--- src/rtl/snmp_ber_header_parser_assert.svh ---
// ----------------------------------------------------------------------------
// SNMP BER header parser assertion macros
// Clocked property checks shared by the parser RTL.
// ----------------------------------------------------------------------------
`ifndef SNMP_BER_HEADER_PARSER_ASSERT_SVH
`define SNMP_BER_HEADER_PARSER_ASSERT_SVH

// Checked only outside reset
`define SBP_ASSERT(label, prop, msg) \
  label: assert property (@(posedge clk) disable iff (!rst_n) (prop)) else $error(msg);

// Checked on every edge, reset included
`define SBP_ASSERT_ALWAYS(label, prop, msg) \
  label: assert property (@(posedge clk) (prop)) else $error(msg);

`endif

--- src/rtl/sbp_pkg.sv ---
// ----------------------------------------------------------------------------
// SNMP BER header parser package
// Payload structs, parse phases, tag and status codes.
// ----------------------------------------------------------------------------
package sbp_pkg;

  typedef struct packed {
    logic [7:0] data_byte;
    logic       end_of_message;
  } sbp_in_t;

  typedef struct packed {
    logic               kind;
    logic [7:0]         community_byte;
    logic [2:0]         status;
    logic [31:0]        version;
    logic [7:0]         pdu_type;
    logic signed [31:0] request_id;
    logic signed [31:0] error_status;
    logic signed [31:0] error_index;
    logic [31:0]        agent_address;
    logic [7:0]         community_length;
  } sbp_out_t;

  typedef enum logic [4:0] {
    PH_SEQ_TAG, PH_TOTAL_LEN, PH_VER_TAG, PH_VER_LEN, PH_VER_BODY,
    PH_COM_TAG, PH_COM_LEN, PH_COM_BODY, PH_PDU_TYPE, PH_PDU_LEN,
    PH_INT_TAG, PH_INT_LEN, PH_INT_BODY, PH_OID_TAG, PH_OID_LEN,
    PH_OID_BODY, PH_IP_TAG, PH_IP_LEN, PH_IP_BODY, PH_DONE, PH_HALT
  } sbp_phase_t;

  localparam logic [7:0] TAG_SEQUENCE = 8'h30;
  localparam logic [7:0] TAG_INTEGER  = 8'h02;
  localparam logic [7:0] TAG_OCTETS   = 8'h04;
  localparam logic [7:0] TAG_OID      = 8'h06;
  localparam logic [7:0] TAG_IPADDR   = 8'h40;

  localparam logic [2:0] ST_OK        = 3'd0;
  localparam logic [2:0] ST_NO_SEQ    = 3'd1;
  localparam logic [2:0] ST_LEN_MIS   = 3'd2;
  localparam logic [2:0] ST_VER_TAG   = 3'd3;
  localparam logic [2:0] ST_COM_TAG   = 3'd4;
  localparam logic [2:0] ST_TRUNC     = 3'd5;
  localparam logic [2:0] ST_INT_TAG   = 3'd6;
  localparam logic [2:0] ST_TRAP_FMT  = 3'd7;

  localparam int unsigned CFG_INDEX_W = 8;
  localparam logic [CFG_INDEX_W-1:0] CFG_RESPONSE_CODE = 8'd0;
  localparam logic [CFG_INDEX_W-1:0] CFG_TRAP_CODE     = 8'd1;

  localparam logic [7:0] RESPONSE_CODE_RST = 8'hA2;
  localparam logic [7:0] TRAP_CODE_RST     = 8'hA4;

  localparam logic [8:0] BYTE_COUNT_MAX = 9'd511;
  localparam logic [1:0] INT_LAST       = 2'd2;

endpackage

--- src/rtl/snmp_ber_header_parser.sv ---
// ----------------------------------------------------------------------------
// SNMP BER header parser
// Byte-wide SNMP v1 message header parser with community byte streaming.
// ----------------------------------------------------------------------------
//  channel  direction  handshake           payload
//  in_      input      in_valid/in_ready   sbp_in_t  (byte, end of message)
//  out_     output     out_valid/out_ready sbp_out_t (community byte or summary)
//  cfg_     input      cfg_valid/cfg_ready index, 8-bit PDU code
//
//  One byte per cycle while in_ready is high: the parse phase update and
//  shift-accumulate sit between the parse state registers and the result
//  register, or the skid entry while the output is held.
//  An output register plus a one-entry skid stage keep input flowing while
//  a result waits; input stalls only while the skid entry is full.
//  Reset is synchronous; cfg_ready is always high.
module snmp_ber_header_parser (
  input  logic                              clk,
  input  logic                              rst_n,
  input  logic                              in_valid,
  output logic                              in_ready,
  input  sbp_pkg::sbp_in_t                  in_data,
  output logic                              out_valid,
  input  logic                              out_ready,
  output sbp_pkg::sbp_out_t                 out_data,
  input  logic                              cfg_valid,
  output logic                              cfg_ready,
  input  logic [sbp_pkg::CFG_INDEX_W-1:0]   cfg_index,
  input  logic [7:0]                        cfg_data
);
  import sbp_pkg::*;

  `include "snmp_ber_header_parser_assert.svh"

  logic [7:0]  resp_code_r, trap_code_r;

  sbp_phase_t  phase_r, phase_nxt;
  logic [8:0]  count_r, count_nxt;
  logic [7:0]  total_r, total_nxt;
  logic [7:0]  left_r, left_nxt;
  logic [2:0]  err_r, err_nxt;
  logic [31:0] ver_r, ver_nxt;
  logic [7:0]  pdu_r, pdu_nxt;
  logic [7:0]  comlen_r, comlen_nxt;
  logic [31:0] int_r [3];
  logic [31:0] int_nxt [3];
  logic [1:0]  idx_r, idx_nxt;
  logic [31:0] addr_r, addr_nxt;

  logic        in_fire, emit, res_valid;
  logic [7:0]  b;
  logic [2:0]  status;
  sbp_out_t    res;

  sbp_out_t    out_r, skid_r;
  logic        out_valid_r, skid_valid_r;

  assign in_ready  = !skid_valid_r;
  assign in_fire   = in_valid && in_ready;
  assign cfg_ready = 1'b1;
  assign out_valid = out_valid_r;
  assign out_data  = out_r;
  assign b         = in_data.data_byte;

  always_comb begin
    phase_nxt  = phase_r;
    total_nxt  = total_r;
    left_nxt   = left_r;
    err_nxt    = err_r;
    ver_nxt    = ver_r;
    pdu_nxt    = pdu_r;
    comlen_nxt = comlen_r;
    int_nxt    = int_r;
    idx_nxt    = idx_r;
    addr_nxt   = addr_r;
    emit       = 1'b0;
    count_nxt  = (count_r == BYTE_COUNT_MAX) ? count_r : count_r + 9'd1;
    unique case (phase_r)
      PH_SEQ_TAG: begin
        if (b != TAG_SEQUENCE) begin
          err_nxt = ST_NO_SEQ; phase_nxt = PH_HALT;
        end else phase_nxt = PH_TOTAL_LEN;
      end
      PH_TOTAL_LEN: begin
        total_nxt = b; phase_nxt = PH_VER_TAG;
      end
      PH_VER_TAG: begin
        if (b != TAG_INTEGER) begin
          err_nxt = ST_VER_TAG; phase_nxt = PH_HALT;
        end else phase_nxt = PH_VER_LEN;
      end
      PH_VER_LEN: begin
        left_nxt  = b;
        phase_nxt = (b == 8'd0) ? PH_COM_TAG : PH_VER_BODY;
      end
      PH_VER_BODY: begin
        ver_nxt  = {ver_r[23:0], b};
        left_nxt = left_r - 8'd1;
        if (left_nxt == 8'd0) phase_nxt = PH_COM_TAG;
      end
      PH_COM_TAG: begin
        if (b != TAG_OCTETS) begin
          err_nxt = ST_COM_TAG; phase_nxt = PH_HALT;
        end else phase_nxt = PH_COM_LEN;
      end
      PH_COM_LEN: begin
        comlen_nxt = b;
        left_nxt   = b;
        phase_nxt  = (b == 8'd0) ? PH_PDU_TYPE : PH_COM_BODY;
      end
      PH_COM_BODY: begin
        emit     = 1'b1;
        left_nxt = left_r - 8'd1;
        if (left_nxt == 8'd0) phase_nxt = PH_PDU_TYPE;
      end
      PH_PDU_TYPE: begin
        pdu_nxt = b; phase_nxt = PH_PDU_LEN;
      end
      PH_PDU_LEN: begin
        priority if (pdu_r == resp_code_r) begin
          idx_nxt = 2'd0; phase_nxt = PH_INT_TAG;
        end else if (pdu_r == trap_code_r) phase_nxt = PH_OID_TAG;
        else phase_nxt = PH_DONE;
      end
      PH_INT_TAG: begin
        if (b != TAG_INTEGER) begin
          err_nxt = ST_INT_TAG; phase_nxt = PH_HALT;
        end else phase_nxt = PH_INT_LEN;
      end
      PH_INT_LEN: begin
        left_nxt = b;
        if (b != 8'd0) phase_nxt = PH_INT_BODY;
        else if (idx_r == INT_LAST) phase_nxt = PH_DONE;
        else begin
          idx_nxt = idx_r + 2'd1; phase_nxt = PH_INT_TAG;
        end
      end
      PH_INT_BODY: begin
        int_nxt[idx_r] = {int_r[idx_r][23:0], b};
        left_nxt       = left_r - 8'd1;
        if (left_nxt == 8'd0) begin
          if (idx_r == INT_LAST) phase_nxt = PH_DONE;
          else begin
            idx_nxt = idx_r + 2'd1; phase_nxt = PH_INT_TAG;
          end
        end
      end
      PH_OID_TAG: begin
        if (b != TAG_OID) begin
          err_nxt = ST_TRAP_FMT; phase_nxt = PH_HALT;
        end else phase_nxt = PH_OID_LEN;
      end
      PH_OID_LEN: begin
        left_nxt  = b;
        phase_nxt = (b == 8'd0) ? PH_IP_TAG : PH_OID_BODY;
      end
      PH_OID_BODY: begin
        left_nxt = left_r - 8'd1;
        if (left_nxt == 8'd0) phase_nxt = PH_IP_TAG;
      end
      PH_IP_TAG: begin
        if (b != TAG_IPADDR) begin
          err_nxt = ST_TRAP_FMT; phase_nxt = PH_HALT;
        end else phase_nxt = PH_IP_LEN;
      end
      PH_IP_LEN: begin
        left_nxt = 8'd4; phase_nxt = PH_IP_BODY;
      end
      PH_IP_BODY: begin
        addr_nxt = {addr_r[23:0], b};
        left_nxt = left_r - 8'd1;
        if (left_nxt == 8'd0) phase_nxt = PH_DONE;
      end
      default: ;
    endcase
  end

  always_comb begin
    priority if (err_nxt == ST_NO_SEQ) status = ST_NO_SEQ;
    else if (count_nxt < 9'd2 || {1'b0, total_nxt} != count_nxt - 9'd2) status = ST_LEN_MIS;
    else if (err_nxt != ST_OK) status = err_nxt;
    else if (phase_nxt != PH_DONE) status = ST_TRUNC;
    else status = ST_OK;
  end

  always_comb begin
    res       = '0;
    res_valid = in_fire && (in_data.end_of_message || emit);
    if (in_data.end_of_message) begin
      res.kind             = 1'b1;
      res.status           = status;
      res.version          = ver_nxt;
      res.pdu_type         = pdu_nxt;
      res.request_id       = int_nxt[0];
      res.error_status     = int_nxt[1];
      res.error_index      = int_nxt[2];
      res.agent_address    = addr_nxt;
      res.community_length = comlen_nxt;
    end else begin
      res.community_byte   = b;
    end
  end

  always_ff @(posedge clk) begin
    if (!rst_n) begin
      resp_code_r <= RESPONSE_CODE_RST;
      trap_code_r <= TRAP_CODE_RST;
    end else if (cfg_valid && cfg_ready) begin
      if (cfg_index == CFG_RESPONSE_CODE) resp_code_r <= cfg_data;
      else if (cfg_index == CFG_TRAP_CODE) trap_code_r <= cfg_data;
    end
  end

  always_ff @(posedge clk) begin
    if (!rst_n || (in_fire && in_data.end_of_message)) begin
      phase_r  <= PH_SEQ_TAG;
      count_r  <= '0;
      total_r  <= '0;
      left_r   <= '0;
      err_r    <= ST_OK;
      ver_r    <= '0;
      pdu_r    <= '0;
      comlen_r <= '0;
      int_r    <= '{default: '0};
      idx_r    <= '0;
      addr_r   <= '0;
    end else if (in_fire) begin
      phase_r  <= phase_nxt;
      count_r  <= count_nxt;
      total_r  <= total_nxt;
      left_r   <= left_nxt;
      err_r    <= err_nxt;
      ver_r    <= ver_nxt;
      pdu_r    <= pdu_nxt;
      comlen_r <= comlen_nxt;
      int_r    <= int_nxt;
      idx_r    <= idx_nxt;
      addr_r   <= addr_nxt;
    end
  end

  // output register with one-entry skid
  always_ff @(posedge clk) begin
    if (!rst_n) begin
      out_valid_r  <= 1'b0;
      skid_valid_r <= 1'b0;
    end else if (!out_valid_r || out_ready) begin
      if (skid_valid_r) begin
        out_valid_r  <= 1'b1;
        skid_valid_r <= 1'b0;
      end else begin
        out_valid_r  <= res_valid;
      end
    end else if (res_valid) begin
      skid_valid_r <= 1'b1;
    end
  end

  always_ff @(posedge clk) begin
    if (!out_valid_r || out_ready) begin
      out_r <= skid_valid_r ? skid_r : res;
    end else if (res_valid) begin
      skid_r <= res;
    end
  end

  `SBP_ASSERT(a_skid_implies_out, skid_valid_r |-> out_valid_r, "skid full with empty output")
  `SBP_ASSERT(a_halt_has_error, (phase_r == PH_HALT) |-> (err_r != ST_OK), "halt without error")
  `SBP_ASSERT(a_rearm_after_end, (in_fire && in_data.end_of_message) |=> (phase_r == PH_SEQ_TAG && count_r == 9'd0), "parser not re-armed")
  `SBP_ASSERT(a_byte_result_clean, (out_valid_r && !out_r.kind) |-> (out_r.status == ST_OK && out_r.version == 32'd0 && out_r.community_length == 8'd0), "community result carries summary fields")
  `SBP_ASSERT_ALWAYS(a_reset_empties, !rst_n |=> (!out_valid_r && !skid_valid_r), "result stages not empty after reset")

endmodule

--- config.mk ---
export PLATFORM = sky130hd
export DESIGN_NAME = snmp_ber_header_parser
export DESIGN_NICKNAME = d
export VERILOG_FILES = /design/src/rtl/sbp_pkg.sv /design/src/rtl/snmp_ber_header_parser.sv
export VERILOG_INCLUDE_DIRS = /design/src /design/src/rtl
export SDC_FILE = /design/constraint.sdc
export NUM_CORES = 1
export LEC_CHECK = 0
export ABC_AREA = 1
export BUFFER_PORTS_ARGS = -buffer_cell sky130_fd_sc_hd__buf_2
export CAP_MARGIN = 20
export CORE_UTILIZATION = 45
export DETAILED_ROUTE_END_ITERATION = 8
export PLACE_DENSITY = 0.65
export SLEW_MARGIN = 20
export SYNTH_ARGS = -nofsm -noshare
export SYNTH_HDL_FRONTEND = slang
export SYNTH_SLANG_ARGS = --single-unit
--- constraint.sdc ---
create_clock -name clk -period 16.3 [get_ports clk]
set_clock_uncertainty 0.1 [all_clocks]
set_input_delay 2.445 -clock clk [delete_from_list [all_inputs] [get_ports clk]]
set_output_delay 2.445 -clock clk [all_outputs]
set_load 0.05 [all_outputs]
==> results of run 1 <==
## metrics by stage
stage                     cell area, um^2  worst slack, ns
final                               31400            10.96
after global routing                31400            10.76
after CTS                           31400            10.95
after detailed placement            29300            10.32
after global placement              29300            10.39
after floorplan                     27700             1.79
## cells in the final DEF, fill, tap and decap left out, types with 3 or more instances in the layout
cell type     n
a221oi_1      4
o211ai_1     81
nand3_2       3
edfxtp_1    376
nor2_2       10
clkbuf_1     25
a211oi_1      8
clkinv_1     11
nand2_1     995
o22ai_1       4
nor2_4        6
inv_6         8
xnor2_1       8
nand2_2      10
inv_2        25
clkinvlp_4    4
xor2_1        6
buf_4        21
clkinv_2      7
a21oi_1     171
dfxtp_1     228
o21a_1        3
clkbuf_16    69
buf_2       219
nand3_1      58
clkbuf_8      3
o21ai_1      28
ha_1          7
o21ai_0     344
nor3_1        3
nand4_1      10
inv_1       457
nor2_1      296
bufinv_16     4
## final timing paths
path / from / end / slack, ns / cells past startpoint
max reg2reg: skid_valid_r$_SDFFE_PP0P_ / skid_r[84]$_DFFE_PP_ / 12.03 / 7
min: resp_code_r[2]$_SDFFE_PN0P_ / resp_code_r[2]$_SDFFE_PN0P_ / 0.38 / 2
max: in_valid / skid_r[84]$_DFFE_PP_ / 10.96 / 7
min reg2reg: resp_code_r[2]$_SDFFE_PN0P_ / resp_code_r[2]$_SDFFE_PN0P_ / 0.38 / 2
## state kept, by name (all words and copies together) (netlist names)
name and cells:
left_r 8, phase_r 5, pdu_r 8, err_r 3
skid_valid_r 1, trap_code_r 8, out_valid 1, ver_r 32
idx_r 2, skid_r 188, count_r 9, addr_r 32
out_data 188, int_r 96, resp_code_r 8, total_r 8
comlen_r 8
## per-layer routing
| metal | vias up | global-route usage | routed length, um |
|---|---|---|---|
| met4 | 0 | 0.0739 | 1670 |
| met2 | 446 | 0.373 | 33800 |
| met1 | 10058 | 0.284 | 30600 |
| met5 | - | 0 | 0 |
| met3 | 107 | 0.0295 | 2720 |
| li1 | 11046 | - | - |
## worst max-delay path: stages
cell     delay (ns)
buf_2          0.13
nand2_4        0.07
inv_6          0.48
o21ai_0        0.40
nor2_4         0.34
buf_4          0.62
buf_4          0.81
## report_power, final
part           internal, mW  leakage (nW)  switching (mW)
sequential             1.70          5.77          0.0327
clock                 0.865          1.03           0.620
combinational         0.114          7.77           0.374
total                  2.68          14.6            1.03
## layout make-up
cell class / instances / area (um^2)
Timing Repair Buffer: 240 / 1250
Multi-Input combinational cell: 2073 / 9280
Tap cell: 782 / 978
Clock inverter: 27 / 280
Fill cell: 5727 / 29200
Sequential cell: 605 / 15900
Inverter: 492 / 1870
Clock buffer: 97 / 1860
## logic make-up (layout without fill, tap and decap cells)
family          count (synthesis)  after routing
xor+xnor                       14             14
mux                             2              2
simple gates                 1400           1400
flops                         605            605
other cells                     1              1
compound gates                649            649
buf+inv                       670            856
fa+ha+maj                       7              7
==> metrics.csv, run 1 <==
stage,metric,value,unit
timing,setup_viol,0,
placed_design,gp_congestion,0.924,
routing,routed_via_density,5.02,
setup_path,path_max_fanout,102,
yosys,netlist_instances,3348,
global_route,grt_overflow,0,
die,die_h,250,um
die,core,0.0606,mm^2
global_route,grt_pass1_vias,19923,
cts,ctsResizeCount,0,
setup_path,start_kind,primary input,
routing,wl,68800,um
yosys,synth_xor_area_frac,0.00443,
flow_run,maxCapViolations,0,
yosys,syn_nets,3385,
routing,avgRoutedWirePerCell,15.9,um
timing,hold_viol_final,0,
power_and_ir_drop,power_density,118,mW/mm^2
final_layout,area_delta_synth_final,13.5,%
placed_design,dp_hpwl,44400,um
yosys,synthTopCellsByArea,"edfxtp_1 41%, dfxtp_1 17%, nand2_1 14%",
yosys,synth_cell_types,41,
yosys,synth_ff_type,edfxtp_1,
timing,slew_headroom,0.276,
setup_path,required,16.41,ns
final_layout,drive_gt1_frac,0.113,
yosys,yosysTopAreaCell,edfxtp_1,
cts,clock-sinks,605,
setup_path,arrival,5.46,ns
cts,clk_pin_slew,0.06,ns
yosys,synthSimpleGateAreaFrac,0.198,
yosys,synth_top_family_by_area,simple AND/OR/NAND/NOR gates,
worst_hold_path,worstHoldPathType,reg2reg,
die,start_util,0.456,
placed_design,io_buffer_count,219,
cts,cts_hold_buf,0,
die,die-area,0.0624,mm^2
outcome,status,completed,
yosys,synth-seq-area-share,0.574,
yosys,synthMuxAreaShare,0.000724,
routing,drc,0,
yosys,yosys.area_share.adder,0.00317,
cts,cts-root-buf,clkbuf_16,
global_route,grt_pass1_wl,108000,um
die,dieWidth,250,um
die,rows,90,
routing,via_count,21657,
setup_path,cp-end-kind,register,
cts,post-cts-setup-buffers,0,
yosys,synth_commonest_cells,"998 x nand2_1, 460 x inv_1, 376 x edfxtp_1",
setup_path,crit_type,in2reg,
yosys,ys_ff_latch,605,
timing,hold_ws,0.375,ns
timing,setup_tns,0,ns
yosys,synth_edf_count,376,
power_and_ir_drop,power.leakage,14.6,nW
global_route,track_usage,0.218,
yosys,synth_top_area_frac,0.408,
timing,max_freq,187,MHz
cts,cts_htree_levels,3,
final_layout,nets,3516,
timing,period_share,0.328,
cts,insertion_delay,0.61,ns
final_layout,diodes,0,
global_route,antenna_found_initial,0,
cts,cts_buffers,67,
yosys,synth_compound_area_frac,0.128,
timing,fin_crit,5.34,ns
cts,cts_tree,built,
final_layout,fin_cells,4316,
routing,drt_iter0_markers,1564,
yosys,syn_area_per_cell,8.26,um^2
timing,slew_viol_final,0,
yosys,synth-async-reset-ratio,0,
timing,worst_pin_slew,1.09,ns
routing,drt-pass1-iter-count,6,
yosys,yosysMostFrequentCell,nand2_1,
cts,clockBufferDepth,3,
placed_design,dp_cells,4192,
final_layout,finish.utilization,0.518,
global_route,grt_max_degree,119,
yosys,ys_warn_count,0,
die,io_pins,221,
power_and_ir_drop,peakVddDrop,0.0675,mV
timing,rsz0062_at_grt,no,
yosys,synth_area,0.0277,mm^2
power_and_ir_drop,power.total,3.71,mW
routing,final_antenna_net_count,0,
Note: power is estimated with default switching activity, not from simulation.
==> run 2, diff against run 1 <==
--- a/config.mk
+++ b/config.mk
@@ -6,12 +6,12 @@
 export SDC_FILE = /design/constraint.sdc
 export NUM_CORES = 1
 export LEC_CHECK = 0
-export ABC_AREA = 1
+export ABC_AREA = 0
 export BUFFER_PORTS_ARGS = -buffer_cell sky130_fd_sc_hd__buf_2
 export CAP_MARGIN = 20
 export CORE_UTILIZATION = 45
 export DETAILED_ROUTE_END_ITERATION = 8
-export PLACE_DENSITY = 0.65
+export PLACE_DENSITY = 0.63
 export SLEW_MARGIN = 20
 export SYNTH_ARGS = -nofsm -noshare
 export SYNTH_HDL_FRONTEND = slang
==> constraint.sdc (replaced) <==
create_clock -name clk -period 5.6 [get_ports clk]
set_clock_uncertainty 0.1 [all_clocks]
set_input_delay 0.84 -clock clk [delete_from_list [all_inputs] [get_ports clk]]
set_output_delay 0.84 -clock clk [all_outputs]
set_load 0.05 [all_outputs]
==> run 2 against run 1 <==
First-iteration DRC count rose by 1.5%. Hold slack worse by 0.023 ns. Non-clock buffer count is 9 higher. Sequential power rose to 2.8 times the previous value. Synthesized cell count fell by 26%. Total power increased to 2.7 times the previous value. Critical path depth grew 5. Final cell count down 21%. Clock power grew to 2.9 times the previous value. Area after synthesis is 2.7% lower. Die area shrank 2.7%. Highest routed layer unchanged.
==> metrics.csv, run 2 <==
stage,metric,value,unit,change
setup_path,cp_cell_sequence,ha_1 > nand4_4 > nor3_1 > mux2i_1 > ha_1 > o221ai_1 > xnor3_2 > o31ai_4 > or4_4 > o21ai_2 > a21oi_2 > mux2_4,,was buf_2 > nand2_4 > inv_6 > o21ai_0 > nor2_4 > buf_4 > buf_4
routing,final_antenna_net_count,0,,unchanged
cts,post-cts-setup-buffers,0,,unchanged
die,start_util,0.456,,about the same
die,dieWidth,246,um,was 250 um
yosys,yosysTopAreaCell,edfxtp_1,,unchanged
timing,max_freq,245,MHz,
yosys,syn_area_per_cell,10.8,um^2,was 8.26 um^2
timing,hold_ws,0.352,ns,was 0.375 ns
global_route,grt_pass1_wl,105000,um,was 108000 um
yosys,netlist_instances,2481,,was 3348
setup_path,arrival,4.31,ns,was 5.46 ns
final_layout,diodes,0,,unchanged
cts,cts-root-buf,clkbuf_16,,unchanged
power_and_ir_drop,power.leakage,11.4,nW,was 14.6 nW
final_layout,nets,2632,,was 3516
timing,setup_viol,0,,unchanged
yosys,synth_commonest_cells,"376 x edfxtp_1, 376 x nand2_1, 334 x nor2_1",,"was 998 x nand2_1, 460 x inv_1, 376 x edfxtp_1"
timing,fin_crit,4.08,ns,
yosys,synth_ff_type,edfxtp_1,,unchanged
die,rows,89,,was 90
yosys,syn_nets,2518,,was 3385
global_route,track_usage,0.221,,was 0.218
setup_path,crit_type,reg2reg,,was in2reg
setup_path,required,5.84,ns,was 16.41 ns
timing,slew_headroom,0.261,,was 0.276
cts,clockBufferDepth,3,,unchanged
final_layout,area_delta_synth_final,13.6,%,was 13.5%
timing,rsz0062_at_grt,no,,unchanged
die,die_h,246,um,was 250 um
final_layout,final_cell_mix,"376 x nand2_1, 376 x edfxtp_1, 329 x nor2_1, 227 x dfxtp_1, 219 x buf_2",,"was 995 x nand2_1, 457 x inv_1, 376 x edfxtp_1, 344 x o21ai_0, 296 x nor2_1"
global_route,grt_overflow,0,,unchanged
yosys,synthTopCellsByArea,"edfxtp_1 42%, dfxtp_1 17%, mux2i_1 5.5%",,"was edfxtp_1 41%, dfxtp_1 17%, nand2_1 14%"
cts,clock-sinks,605,,unchanged
setup_path,cpMaxStageDelayCell,or4_4,,was buf_4
cts,insertion_delay,0.59,ns,was 0.61 ns
setup_path,path_max_fanout,8,,was 102
routing,avgRoutedWirePerCell,19.8,um,was 15.9 um
yosys,synth_top_area_frac,0.420,,was 0.408
placed_design,gp_congestion,0.835,,was 0.924
die,io_pins,221,,unchanged
yosys,synth-seq-area-share,0.590,,was 0.574
setup_path,cp-end-kind,register,,unchanged
routing,routed_via_density,5.61,,was 5.02
global_route,grt_max_degree,149,,was 119
cts,ctsResizeCount,0,,unchanged
cts,clk_pin_slew,0.06,ns,about the same
setup_path,start_kind,register,,was primary input
routing,drc,0,,unchanged
yosys,ys_warn_count,0,,unchanged
worst_hold_path,worstHoldPathType,reg2reg,,unchanged
die,core,0.0590,mm^2,was 0.0606 mm^2
timing,slew_viol_final,0,,unchanged
power_and_ir_drop,power_density,323,mW/mm^2,was 118 mW/mm^2
routing,drt_iter0_markers,1588,,was 1564
yosys,ys_ff_latch,605,,unchanged
yosys,synth_cell_types,90,,was 41
cts,cts_buffers,66,,was 67
placed_design,dp_hpwl,42400,um,was 44400 um
outcome,status,completed,,unchanged
timing,setup_tns,0,ns,unchanged
cts,cts_htree_levels,3,,unchanged
routing,drt-pass1-iter-count,5,,was 6
routing,via_count,19185,,was 21657
cts,cts_hold_buf,0,,unchanged
timing,hold_viol_final,0,,unchanged
timing,period_share,0.728,,
die,die-area,0.0608,mm^2,was 0.0624 mm^2
yosys,synth_area,0.0269,mm^2,was 0.0277 mm^2
timing,worst_pin_slew,1.11,ns,was 1.09 ns
setup_path,max_stage_delay,0.54,ns,was 0.81 ns
setup_path,crit_top_cell,ha_1,,was buf_4
global_route,antenna_found_initial,0,,unchanged
final_layout,drive_gt1_frac,0.181,,was 0.113
routing,wl,67600,um,was 68800 um
yosys,synth_edf_count,376,,unchanged
cts,cts_tree,built,,unchanged
placed_design,io_buffer_count,219,,unchanged
yosys,synth-async-reset-ratio,0,,unchanged
flow_run,maxCapViolations,0,,unchanged
global_route,grt_pass1_vias,18292,,was 19923
power_and_ir_drop,peakVddDrop,0.275,mV,was 0.0675 mV
## run 2: through the flow
stage                     worst slack [ns]  instance area [um^2]  utilization  std cells  total power [mW]
after global placement                1.61                 28400        0.482       3300              5.70
after floorplan                     -10.67                 26900            -       2481              5.50
after CTS                             1.54                 30500        0.517       3418              9.98
after detailed placement              1.56                 28400        0.482       3300              5.70
final                                 1.52                 30500        0.518       3418              9.87
after global routing                  1.26                 30500        0.518       3418              10.2
## run 2: worst max-delay path: cells and delay by family, from the launching register on
family	cells	cell delay, ns
and+or+nand+nor	3	1.11
adders and majority gates	2	0.68
muxes	2	0.67
DFF	1	0.46
xor gates and xnor gates	1	0.44
AOI/OAI and AO/OA	4	0.37
## run 2: worst paths after layout
check / startpoint / end / slack, ns / depth (start not counted)
setup reg to reg: count_r[0]$_SDFFE_PP0P_ / out_data[177]$_DFFE_PP_ / 1.52 / 12
setup / recovery: count_r[0]$_SDFFE_PP0P_ / out_data[177]$_DFFE_PP_ / 1.52 / 12
hold / removal: total_r[6]$_SDFFE_PP0P_ / total_r[6]$_SDFFE_PP0P_ / 0.35 / 2
hold reg to reg: total_r[6]$_SDFFE_PP0P_ / total_r[6]$_SDFFE_PP0P_ / 0.35 / 2
## run 2: cells by family after synthesis
family	synth area share
DFF	0.590
adders and majority gates	0.00326
buffers and inverters	0.0348
and+or+nand+nor	0.139
muxes	0.0899
xor gates and xnor gates	0.0112
AOI/OAI and AO/OA	0.131
other	0.000139
## run 2: area by class of cell
type,count,area (um^2)
multi-input cells,1659,10200
fillers,5299,28500
inverters,14,61.3
clock inverters,23,255
flip-flops and latches,605,15900
clock buffers,95,1840
well taps,773,967
repair buffers,249,1380
## run 2: metal layers
metal  global-route usage  share of wire  up-vias
met2                0.348           0.47      590
met5                    0              0        -
met1                0.313           0.46     9282
met4               0.0668          0.021        0
li1                     -              -     9218
met3               0.0346          0.052       95
## run 2: where the power goes
group          internal, mW  switching, mW
sequential             4.79         0.0520
clock                  2.52           1.74
combinational         0.188          0.578
total                  7.50           2.37
==> run 3, diff against run 2 <==
--- a/config.mk
+++ b/config.mk
@@ -11,7 +11,7 @@
 export CAP_MARGIN = 20
 export CORE_UTILIZATION = 45
 export DETAILED_ROUTE_END_ITERATION = 8
-export PLACE_DENSITY = 0.63
+export PLACE_DENSITY = 0.65
 export SLEW_MARGIN = 20
 export SYNTH_ARGS = -nofsm -noshare
 export SYNTH_HDL_FRONTEND = slang
==> constraint.sdc (replaced) <==
create_clock -name clk -period 3.4 [get_ports clk]
set_clock_uncertainty 0.1 [all_clocks]
set_input_delay 0.51 -clock clk [delete_from_list [all_inputs] [get_ports clk]]
set_output_delay 0.51 -clock clk [all_outputs]
set_load 0.05 [all_outputs]
==> run 3 against run 2 <==
Final cell count up 2.3%. Non-clock buffer count rose by 80. First-iteration DRC count down 12%. Maximum frequency rose by 24%. Global-route usage about the same. Final area increased by 2.3%. Sequential power rose by 64%. Core utilization grew 1.2 points. Combinational power increased by 75%. Setup slack got worse by 1.4 ns. Routed wire length is 1.1% higher.
==> metrics.csv, run 3 (synthesized netlist as in run 2, its figures left out) <==
stage,metric,value,unit,change
outcome,status,completed,,unchanged
final_layout,final_cell_mix,"376 x nand2_1, 376 x edfxtp_1, 329 x nor2_1, 224 x dfxtp_1, 219 x buf_2",,"was 376 x nand2_1, 376 x edfxtp_1, 329 x nor2_1, 227 x dfxtp_1, 219 x buf_2"
routing,wl,68300,um,was 67600 um
placed_design,io_buffer_count,219,,unchanged
die,rows,89,,unchanged
global_route,grt_pass1_vias,18370,,was 18292
final_layout,finish.utilization,0.529,,was 0.518
timing,fin_crit,3.28,ns,was 4.08 ns
final_layout,area_delta_synth_final,16.2,%,was 13.6%
timing,worst_pin_slew,1.07,ns,was 1.11 ns
power_and_ir_drop,peakVddDrop,0.352,mV,was 0.275 mV
global_route,grt_util_met1,0.315,,was 0.313
routing,final_antenna_net_count,0,,unchanged
routing,via_count,19400,,was 19185
global_route,grt_max_degree,212,,was 149
power_and_ir_drop,p_clk_frac,0.415,,was 0.432
setup_path,arrival,3.55,ns,was 4.31 ns
setup_path,path_max_fanout,7,,was 8
routing,drc,0,,unchanged
cts,cts-root-buf,clkbuf_16,,unchanged
power_and_ir_drop,p_sw,3.86,mW,was 2.37 mW
power_and_ir_drop,internal_power,12.0,mW,was 7.50 mW
routing,avgRoutedWirePerCell,19.6,um,was 19.8 um
flow_run,maxCapViolations,0,,unchanged
timing,setup_tns,0,ns,unchanged
routing,drt-pass1-iter-count,6,,was 5
placed_design,gp_congestion,0.850,,was 0.835
cts,insertion_delay,0.63,ns,was 0.59 ns
die,io_pins,221,,unchanged
global_route,met3_usage,0.0309,,was 0.0346
worst_hold_path,worstHoldPathType,in2reg,,was reg2reg
global_route,grt_use_met2,0.349,,was 0.348
cts,cts_htree_levels,2,,was 3
power_and_ir_drop,power_density,509,mW/mm^2,was 323 mW/mm^2
cts,cts_buffers,61,,was 66
setup_path,crit_type,reg2reg,,unchanged
timing,slew_headroom,0.288,,was 0.261
timing,max_freq,305,MHz,was 245 MHz
die,die-area,0.0608,mm^2,unchanged
global_route,grt_pass1_wl,106000,um,was 105000 um
final_layout,nets,2707,,was 2632
placed_design,dp_hpwl,44300,um,was 42400 um
global_route,track_usage,0.221,,about the same
cts,cts_tree,built,,unchanged
die,core,0.0590,mm^2,unchanged
die,dieWidth,246,um,unchanged
global_route,antenna_found_initial,0,,unchanged
cts,clk_pin_slew,0.06,ns,about the same
timing,period_share,0.964,,was 0.728
timing,setup_viol,0,,unchanged
cts,clock-sinks,605,,unchanged
global_route,busiest_layer,met2,,unchanged
power_and_ir_drop,power.leakage,11.8,nW,was 11.4 nW
setup_path,start_kind,register,,unchanged
setup_path,required,3.67,ns,was 5.84 ns
routing,drt_iter0_markers,1403,,was 1588
power_and_ir_drop,seqPwrFrac,0.501,,was 0.490
final_layout,diodes,0,,unchanged
die,start_util,0.456,,unchanged
power_and_ir_drop,power.total,15.9,mW,was 9.87 mW
power_and_ir_drop,switching_share,0.243,,was 0.240
routing,routed_via_density,5.55,,was 5.61
final_layout,drive_gt1_frac,0.205,,was 0.181
setup_path,cp-end-kind,register,,unchanged
power_and_ir_drop,power_frac_comb,0.084,,was 0.078
timing,slew_viol_final,0,,unchanged
timing,hold_viol_final,0,,unchanged
cts,clockBufferDepth,3,,unchanged
global_route,grt_overflow,0,,unchanged
die,die_h,246,um,unchanged
## run 3: power by group through the flow
stage	sequential, mW	clock, mW	combinational [mW]
2_1_floorplan	8.49	0	0.577
3_3_place_gp	8.11	0	1.32
3_5_place_dp	8.12	0	1.33
4_1_cts	7.96	6.76	1.34
5_1_grt	7.97	7.04	1.43
6_report	7.96	6.59	1.34
## run 3: final timing paths
kind                            start                     endpoint  slack (ns)  cells past startpoint
max           count_r[0]$_SDFFE_PP0P_      out_data[177]$_DFFE_PP_        0.12                     14
min                       cfg_data[6]  trap_code_r[6]$_SDFFE_PN0P_        0.05                      3
max reg2reg   count_r[0]$_SDFFE_PP0P_      out_data[177]$_DFFE_PP_        0.12                     14
min reg2reg  comlen_r[5]$_SDFFE_PP0P_     comlen_r[5]$_SDFFE_PP0P_        0.36                      2
## run 3: through the flow
step / worst slack, ns / hold WS [ns] / cells / instance area, um^2
global route: -0.0165 / 0.0655 / 3495 / 31200
detailed placement: 0.00625 / 0.347 / 3375 / 29200
finish: 0.123 / 0.0543 / 3495 / 31200
global placement: -0.00512 / 0.340 / 3375 / 29200
floorplan: -12.54 / 0.332 / 2481 / 26900
CTS: 0.0687 / 0.0269 / 3495 / 31200
## run 3: metal layers
metal  up-vias  part of all wire
li1       9343                 -
met1      9474              0.46
met2       487              0.47
met3        96             0.045
met4         0             0.026
met5         -                 0
## run 3: area by class of cell
class | count | area (um^2)
repair buffers | 329 | 2160
inverters | 14 | 61.3
fillers | 5199 | 27800
multi-input cells | 1659 | 10200
clock buffers | 81 | 1650
well taps | 773 | 967
clock inverters | 34 | 303
flip-flops and latches | 605 | 15900
## run 3: timing repair
item | in CTS | in global routing
buffers inserted | 1 | 0
hold buffers | 4 | 0
setup endpoints to repair | 1 | 5
gates resized for setup | 1 | 6
endpoints found under the hold margin | 6 | 0
pin swaps | 2 | 5
## run 3: worst max-delay path: stages, from the launching register on
cell,delay [ns]
dfxtp_2,0.32
ha_2,0.20
buf_4,0.16
nand2_1,0.07
a31oi_1,0.05
or2_2,0.33
ha_2,0.21
buf_4,0.14
o21a_1,0.11
and3b_1,0.19
xnor2_1,0.18
or4_4,0.53
o21ai_2,0.09
a21oi_2,0.08
mux2_4,0.28
